--- config.mk ---
export PLATFORM = sky130hd
export DESIGN_NAME = gsm_front
export DESIGN_NICKNAME = d
export VERILOG_FILES = /design/src/hdl/gsm_pkg.sv /design/src/hdl/gsm_front.sv
export SDC_FILE = /design/constraint.sdc
export NUM_CORES = 1
export LEC_CHECK = 0
export BUFFER_PORTS_ARGS = -buffer_cell sky130_fd_sc_hd__clkbuf_2
export CAP_MARGIN = 20
export CORE_AREA = 2 2 46 48
export CTS_CLUSTER_DIAMETER = 50
export CTS_CLUSTER_SIZE = 8
export DETAILED_ROUTE_END_ITERATION = 16
export DIE_AREA = 0 0 48 50
export PLACE_DENSITY = 0.83
export SLEW_MARGIN = 10
export SYNTH_ARGS = -nofsm -noshare
export SYNTH_HDL_FRONTEND = slang
export SYNTH_SLANG_ARGS = --single-unit
--- constraint.sdc ---
create_clock -name clk -period 4.1 [get_ports clk]
set_input_delay 0.82 -clock clk [delete_from_list [all_inputs] [get_ports clk]]
set_output_delay 0.82 -clock clk [all_outputs]
set_load 0.01 [all_outputs]
--- src/hdl/gsm_pkg.sv ---
// ----------------------------------------------------------------------------
// gsm_pkg
// shared types and constants of the glob segment matcher
// ----------------------------------------------------------------------------
package gsm_pkg;

    typedef enum logic [1:0] {
        CMD_START  = 2'd0,
        CMD_APPEND = 2'd1,
        CMD_NAME   = 2'd2,
        CMD_END    = 2'd3
    } cmd_t;

    typedef enum logic [1:0] {
        KIND_LITERAL = 2'd0,
        KIND_ANY     = 2'd1,
        KIND_CLASS   = 2'd2,
        KIND_STAR    = 2'd3
    } kind_t;

    localparam logic [7:0] CH_STAR   = 8'h2A;
    localparam logic [7:0] CH_QUEST  = 8'h3F;
    localparam logic [7:0] CH_LBRACK = 8'h5B;
    localparam logic [7:0] CH_RBRACK = 8'h5D;
    localparam logic [7:0] CH_BANG   = 8'h21;
    localparam logic [7:0] CH_CARET  = 8'h5E;
    localparam logic [7:0] CH_DASH   = 8'h2D;

    typedef struct packed {
        cmd_t       cmd;
        logic [7:0] value;
    } item_t;

    typedef struct packed {
        logic busy;
        logic done;
    } cmp_status_t;

endpackage

--- src/hdl/gsm_front.sv ---
// ----------------------------------------------------------------------------
// gsm_front
// accepts input transactions, decodes the command and queues them
// ----------------------------------------------------------------------------
module gsm_front
    import gsm_pkg::*;
(
    input  logic       clk,
    input  logic       rst_n,
    input  logic       s_axis_tvalid,
    output logic       s_axis_tready,
    input  logic [7:0] s_axis_tdata,
    input  logic [1:0] s_axis_tuser,
    output item_t      head,
    output logic       head_valid,
    input  logic       pop
);

    item_t       mem_reg [2];
    logic        wp_reg, wp_next;
    logic        rp_reg, rp_next;
    logic [1:0]  cnt_reg, cnt_next;
    logic        push;
    item_t       item_in;

    assign s_axis_tready = (cnt_reg != 2'd2);
    assign push          = s_axis_tvalid && s_axis_tready;
    assign head_valid    = (cnt_reg != 2'd0);
    assign head          = mem_reg[rp_reg];

    always_comb
    begin
        item_in.cmd   = cmd_t'(s_axis_tuser);
        item_in.value = s_axis_tdata;
        wp_next  = push ? ~wp_reg : wp_reg;
        rp_next  = pop ? ~rp_reg : rp_reg;
        cnt_next = cnt_reg + {1'b0, push} - {1'b0, pop};
    end

    always_ff @(posedge clk)
    begin
        if (push)
        begin
            mem_reg[wp_reg] <= item_in;
        end
    end

    always_ff @(posedge clk or negedge rst_n)
    begin
        if (!rst_n)
        begin
            wp_reg  <= 1'b0;
            rp_reg  <= 1'b0;
            cnt_reg <= 2'd0;
        end
        else
        begin
            wp_reg  <= wp_next;
            rp_reg  <= rp_next;
            cnt_reg <= cnt_next;
        end
    end

endmodule

=== Word-level counts from Yosys, hierarchy flattened ===
Memories as Yosys holds them, arrays and structs flattened.
Index checks and enable logic that the tools add are counted.

* Add/sub/neg operators: 2
* Equality and inequality tests: 1
* Reductions and logical operators: 2
* Muxes and demuxes: 2
* Bitwise operators: 2

{| class="wikitable"
|+ Operator list
! operator !! number
|-
| $add 2x1->2 || 1
|-
| $mux 1 || 2
|-
| $ne 2x2->1 const B || 1
|-
| $not 1->1 || 2
|-
| $reduce_bool 2->1 || 1
|-
| $sub 2x1->2 || 1
|-
| $logic_and 1x1->1 || 1
|}

* Output and inout port bits: 12
* Flip-flop bits (word level): 4
* Memory bits (writable): 20
* Memories kept: 1

{| class="wikitable"
|+ Memories
! name !! depth !! bits a word !! read ports !! clocked after memory_dff !! write ports !! line !! source
|-
| mem_reg || 2 || 10 || 1 || 0 || 1 || gsm_front.sv:19 || <nowiki>item_t mem_reg [2];</nowiki>
|}

=== Longest topological paths before layout ===
Gate-level depths: netlist of the first run.

* Word-level depth: 4
* Mapped depth: 5
* Depth with buffers taken out: 5

=== Worst setup path after synthesis of the first run ===
No wires, ideal clock.

* Path type: input to register
* From: input port s_axis_tvalid
* To: memory mem_reg[0][0] (netlist name), enable pin
* Path buffers: 0
* Setup slack: 2349 ps
* Arrival: 1374 ps
* Data required time: 3724 ps
* Cell stages on the path: 2
* Path through: nand2_1 > nor2_1

* Cells in the longest elaborated chain, start to end: 3

{| class="wikitable"
|+ RTL lines
! what !! line !! source
|-
| start, declared || gsm_front.sv:10 || <nowiki>input logic s_axis_tvalid,</nowiki>
|-
| $logic_and 1x1->1 || gsm_front.sv:27 || <nowiki>assign push = s_axis_tvalid && s_axis_tready;</nowiki>
|-
| $mux 1 || gsm_front.sv:42 || <nowiki>if (push)</nowiki>
|-
| $mux 1 (not written as such) || gsm_front.sv:44 || <nowiki>mem_reg[wp_reg] <= item_in;</nowiki>
|-
| end, declared || gsm_front.sv:19 ||
|}

No other way between the ends.

==> impl_metrics.toml, run 1 <==
[placed_design]
gp_congestion = 0.607
dp_hpwl_um = 1040
placedCellCount = 99
port_buffers = 25
dpl-instance-area_mm2 = 0.00108

[synth]
syn_inst = 48
ys_ff_latch = 24
yosysMostFrequentCell = "edfxtp_1"
yosysWarnings = 0
syn-num-nets = 63
synth_area_um2 = 923
ys_types = 16
synth_commonest_cells = "20 x edfxtp_1, 9 x mux2_1, 4 x dfrtp_1, 3 x xnor2_1"
synth_area_leaders = "edfxtp_1 65%, mux2_1 11%, dfrtp_1 11%, xnor2_1 2.8%, ha_1 1.4%"
synth_top_area_share_pct = 65.0
ys.flop_type = "edfxtp_1"
ys_async_sr_fraction_pct = 16.7
synth_edf_count = 20
synth_seq_area_share_pct = 75.9
synth_top_cell_by_area = "edfxtp_1"
avgSynthCellArea_um2 = 19.2

[finish]
n_antenna_cell = 0
fin_util_pct = 58.0
n_fill_cell = 158
drive_gt1_share_pct = 42.1
final_area_mm2 = 0.00110
fin_cells = 103
largest_reg_flops = 20
area_growth_pct = 19.5
nNetsFinal = 92

[pwr]
p_total_mw = 0.696
power_frac_seq_pct = 55.4
powerDensity_mw_per_mm2 = 631
power_frac_comb_pct = 30.5
max-vdd-ir-drop_mv = 0.349
intPower_mw = 0.478
p_clk_share_pct = 14.1
netSwitchingFraction_pct = 31.4
switchingPower_mw = 0.218
leakagePower_nw = 0.438

[global_routing]
gr-total-overflow = 0
grt_pass1_vias = 518
grt_max_degree = 14
grt.total_usage_pct = 12.9
grt_pass1_wl_um = 2060
antenna_found_initial = 0

[clock_tree]
cts.hold.buffers_added = 0
cts.path.max_buffers = 2
cts_resized = 0
h-tree-depth = 1
numCtsBuffers = 3
root_buffer = "clkbuf_4"
cts_sinks = 24
insertion_delay_ns = 0.30
cts_tree = "yes"
clkTransAtPathRegs_ns = 0.12
cts_setup_buffers = 0

[setup_path]
path_class = "flip-flop to output pin"
crit_required_ns = 3.28
arrival_ns = 1.49
start_kind = "flip-flop"
end_kind = "output pin"
worst-path-max-fanout = 11
critPathSlowestCell = "dfrtp_1"
critPathMaxStageDelay_ns = 0.66
cp.buffers_inverters = 1
path_delay_family = "flip-flops"
cp_cell_sequence = "mux2_2 -> clkbuf_2"
reg2reg_slack_ns = 2.39

[floorplan]
io_pins = 26
die_y_um = 50
fp.dieW_um = 48
rows = 16
start_util_pct = 48.6
core-area_mm2 = 0.00190
die-area_mm2 = 0.00240

[drt]
wl_um = 1390
dr.pass1.iters = 3
routedWlPerCell_um = 13.5
ant_nets = 0
drt_iter0_markers = 6
dr_total_vias = 503
drcViolationCount = 0
via_per_inst = 4.88

[sta]
hold_viol_final = 0
setup_violations = 0
tightestPinTransition_ns = 0.838
max_slew_margin_pct = 43.9
finalCriticalPeriod_ns = 2.31
rsz0062_at_grt = "no"
slew_violations = 0
clock-skew-final_ns = 0.00203
max_freq_ghz = 0.433
setup_tns_ns = 0
finalCritPeriodShare_pct = 56.3

[outcome]
status = "finished clean"

[job]
maxCapViolations = 0

[min_path]
min_path_type = "input port to async pin"
-- cell families (layout without fill, tap and decap cells) --
group	after synthesis	in the layout	synth area share (%)
flops	24	24	75.9
mux	10	10	12.2
simple gates	6	6	4.20
xor+xnor	4	4	3.79
compound gates	2	2	2.03
fa+ha+maj	1	1	1.35
buf+inv	1	29	0.541
-- cells in the final DEF (no fill, tap or decap) --
cell       n
a21bo_1    1
a21oi_2    1
and3_1     1
clkbuf_2  25
clkbuf_4   3
clkinv_1   1
dfrtp_1    4
edfxtp_1  20
ha_1       1
mux2_1     9
mux2_2     1
nand2_1    1
nand2b_1   1
nor2_1     1
nor3b_2    1
or2_2      1
xnor2_1    3
xor2_1     1
-- power by group through the flow --
stage	sequential, mW	combinational [mW]	clock (mW)
finish	0.386	0.212	0.0979
global route	0.394	0.238	0.110
CTS	0.388	0.218	0.101
detailed placement	0.393	0.216	0
global placement	0.387	0.208	0
floorplan	0.363	0.157	0
-- metal layers --
layer	track usage (%)	vias up	part of all wire, %
li1	-	237	-
met1	13.9	248	40
met2	22.0	18	56
met3	3.30	0	4.0
met4	6.76	0	0
met5	0	-	0
-- worst reg2reg max path, delay by kind of cell, from the launching register on --
kind,cells,cell delay (ns)
and+or+nand+nor,3,0.91
DFF,1,0.44
-- through the flow --
| step | setup WS [ns] | hold WS, ns |
|---|---|---|
| CTS | 1.77 | 0.301 |
| finish | 1.79 | 0.306 |
| global placement | 2.04 | 0.480 |
| floorplan | 2.35 | 0.461 |
| detailed placement | 1.99 | 0.499 |
| global route | 1.70 | 0.287 |
-- worst paths after layout --
check / start / depth (start not counted) / end
max: rp_reg / 2 / head[9]
min: rst_n / 1 / cnt_reg[0]
max reg2reg: cnt_reg[1] / 3 / mem_reg[0][1]
min reg2reg: wp_reg / 1 / wp_reg
max in group asynchronous: rst_n / 1 / rp_reg
min in group clk: wp_reg / 1 / wp_reg
-- area by class of cell --
type | count | area (um^2) | area share (%)
tap | 27 | 33.8 | 3.06
multi-input combinational | 23 | 218 | 19.7
sequential | 24 | 701 | 63.5
clock inverter | 1 | 3.75 | 0.340
timing repair buffer | 25 | 125 | 11.3
clock buffer | 3 | 22.5 | 2.04
(Power assumes the default switching activity.)
==> inputs of run 2 (changes only) <==
Settings changed: CORE_AREA 2 2 46 48 to 2 2 47 49, DIE_AREA 0 0 48 50 to 0 0 49 51, PLACE_DENSITY 0.83 to 0.81.
Clock period 4.1 ns to 2.15 ns, I/O delays scaled along.
==> impl_metrics.toml, run 2 (synthesis results as in run 1) <==
[drt]
wl_um = 1320
drcViolationCount = 0
drt_iter0_markers = 0
via_per_inst = 4.63
dr.pass1.iters = 1
routedWlPerCell_um = 12.5
dr_total_vias = 491
ant_nets = 0

[sta]
slew_violations = 0
finalCritPeriodShare_pct = 88.6
max_slew_margin_pct = 68.1
clock-skew-final_ns = 0.00157
max_freq_ghz = 0.525
tightestPinTransition_ns = 0.479
rsz0062_at_grt = "no"
finalCriticalPeriod_ns = 1.90
setup_tns_ns = 0
hold_viol_final = 0
setup_violations = 0

[setup_path]
critPathMaxStageDelay_ns = 0.66
worst-path-max-fanout = 11
cp_cell_sequence = "mux2_2 -> clkbuf_2"
cp.buffers_inverters = 1
path_class = "flip-flop to output pin"
critPathSlowestCell = "dfrtp_1"
start_kind = "flip-flop"
arrival_ns = 1.47
crit_required_ns = 1.72
path_delay_family = "flip-flops"
end_kind = "output pin"

[outcome]
status = "finished clean"

[finish]
final_cell_mix = "25 x clkbuf_2, 20 x edfxtp_1, 9 x mux2_1"
final_common_cell = "clkbuf_2"
nNetsFinal = 94
area_growth_pct = 21.5
largest_reg_flops = 20
n_fill_cell = 188
n_antenna_cell = 0
fin_cells = 106
drive_gt1_share_pct = 42.3

[clock_tree]
insertion_delay_ns = 0.29
cts_resized = 0
cts_tree = "yes"
cts_sinks = 24
numCtsBuffers = 3
h-tree-depth = 1
cts_setup_buffers = 0
cts.path.max_buffers = 2
clkTransAtPathRegs_ns = 0.12
root_buffer = "clkbuf_4"
cts.hold.buffers_added = 1

[global_routing]
grt_pass1_vias = 512
antenna_found_initial = 0
grt_max_degree = 14
grt_pass1_wl_um = 2270
gr-total-overflow = 0
grt.total_usage_pct = 12.5

[job]
maxCapViolations = 0

[placed_design]
dp_hpwl_um = 980
placedCellCount = 101
port_buffers = 25
gp_congestion = 0.543

[floorplan]
io_pins = 26
rows = 17
core-area_mm2 = 0.00206
die_y_um = 51
start_util_pct = 44.8
fp.dieW_um = 49
die-area_mm2 = 0.00250

[pwr]
leakagePower_nw = 0.447
netSwitchingFraction_pct = 30.9
power_frac_comb_pct = 31.2
power_frac_seq_pct = 55.1
max-vdd-ir-drop_mv = 0.765
switchingPower_mw = 0.411
p_total_mw = 1.33
p_clk_share_pct = 13.7
intPower_mw = 0.920
powerDensity_mw_per_mm2 = 1190

[min_path]
min_path_type = "input port to flip-flop"
run 2: cell types whose count changed in the layout (fill, tap and decap cells not counted):
cell	delta
dlygate4sd3_1	+1
buf_4	+1
run 2: per-stage QoR:
stage                     setup WS (ns)  utilization (%)  hold WS, ns  cell area, um^2
after floorplan                   0.627                -        0.134              923
after global placement            0.604             52.6        0.245             1090
after detailed placement          0.575             52.6        0.246             1090
after CTS                         0.236             54.4        0.316             1120
after global routing              0.149             54.4        0.300             1120
final                             0.245             54.4        0.318             1120
run 2: worst paths after layout:
check | start | endpoint | slack, ns | cells after the start
setup / recovery | rp_reg | head[9] | 0.25 | 2
hold / removal | s_axis_tdata[2] | mem_reg[0][2] | 0.32 | 1
setup reg to reg | cnt_reg[1] | mem_reg[1][7] | 0.78 | 2
hold reg to reg | wp_reg | wp_reg | 0.51 | 1
max in group asynchronous | rst_n | cnt_reg[0] | 1.56 | 2
min in group asynchronous | rst_n | wp_reg | 0.46 | 2
run 2: routing by layer:
| metal | global-route usage (%) | part of all wire, % | wire length, um |
|---|---|---|---|
| met3 | 3.51 | 5.8 | 77 |
| met2 | 21.0 | 49 | 645 |
| met1 | 14.9 | 44 | 583 |
| met5 | 0 | 0 | 0 |
| met4 | 5.71 | 1.3 | 17 |
run 2: layout make-up:
| cell class | instances | area [um^2] | share of cell area (%) |
|---|---|---|---|
| Multi-Input combinational cell | 23 | 218 | 19.4 |
| Timing Repair Buffer | 27 | 143 | 12.7 |
| Clock inverter | 1 | 3.75 | 0.334 |
| Tap cell | 28 | 35.0 | 3.12 |
| Sequential cell | 24 | 701 | 62.4 |
| Clock buffer | 3 | 22.5 | 2.01 |
run 2: power by group through the flow:
stage                     combinational [mW]  clock, mW  sequential (mW)
after floorplan                        0.299          0            0.693
after global placement                 0.405          0            0.735
after detailed placement               0.422          0            0.744
after CTS                              0.426      0.185            0.734
after global routing                   0.457      0.209            0.749
final                                  0.415      0.183            0.733
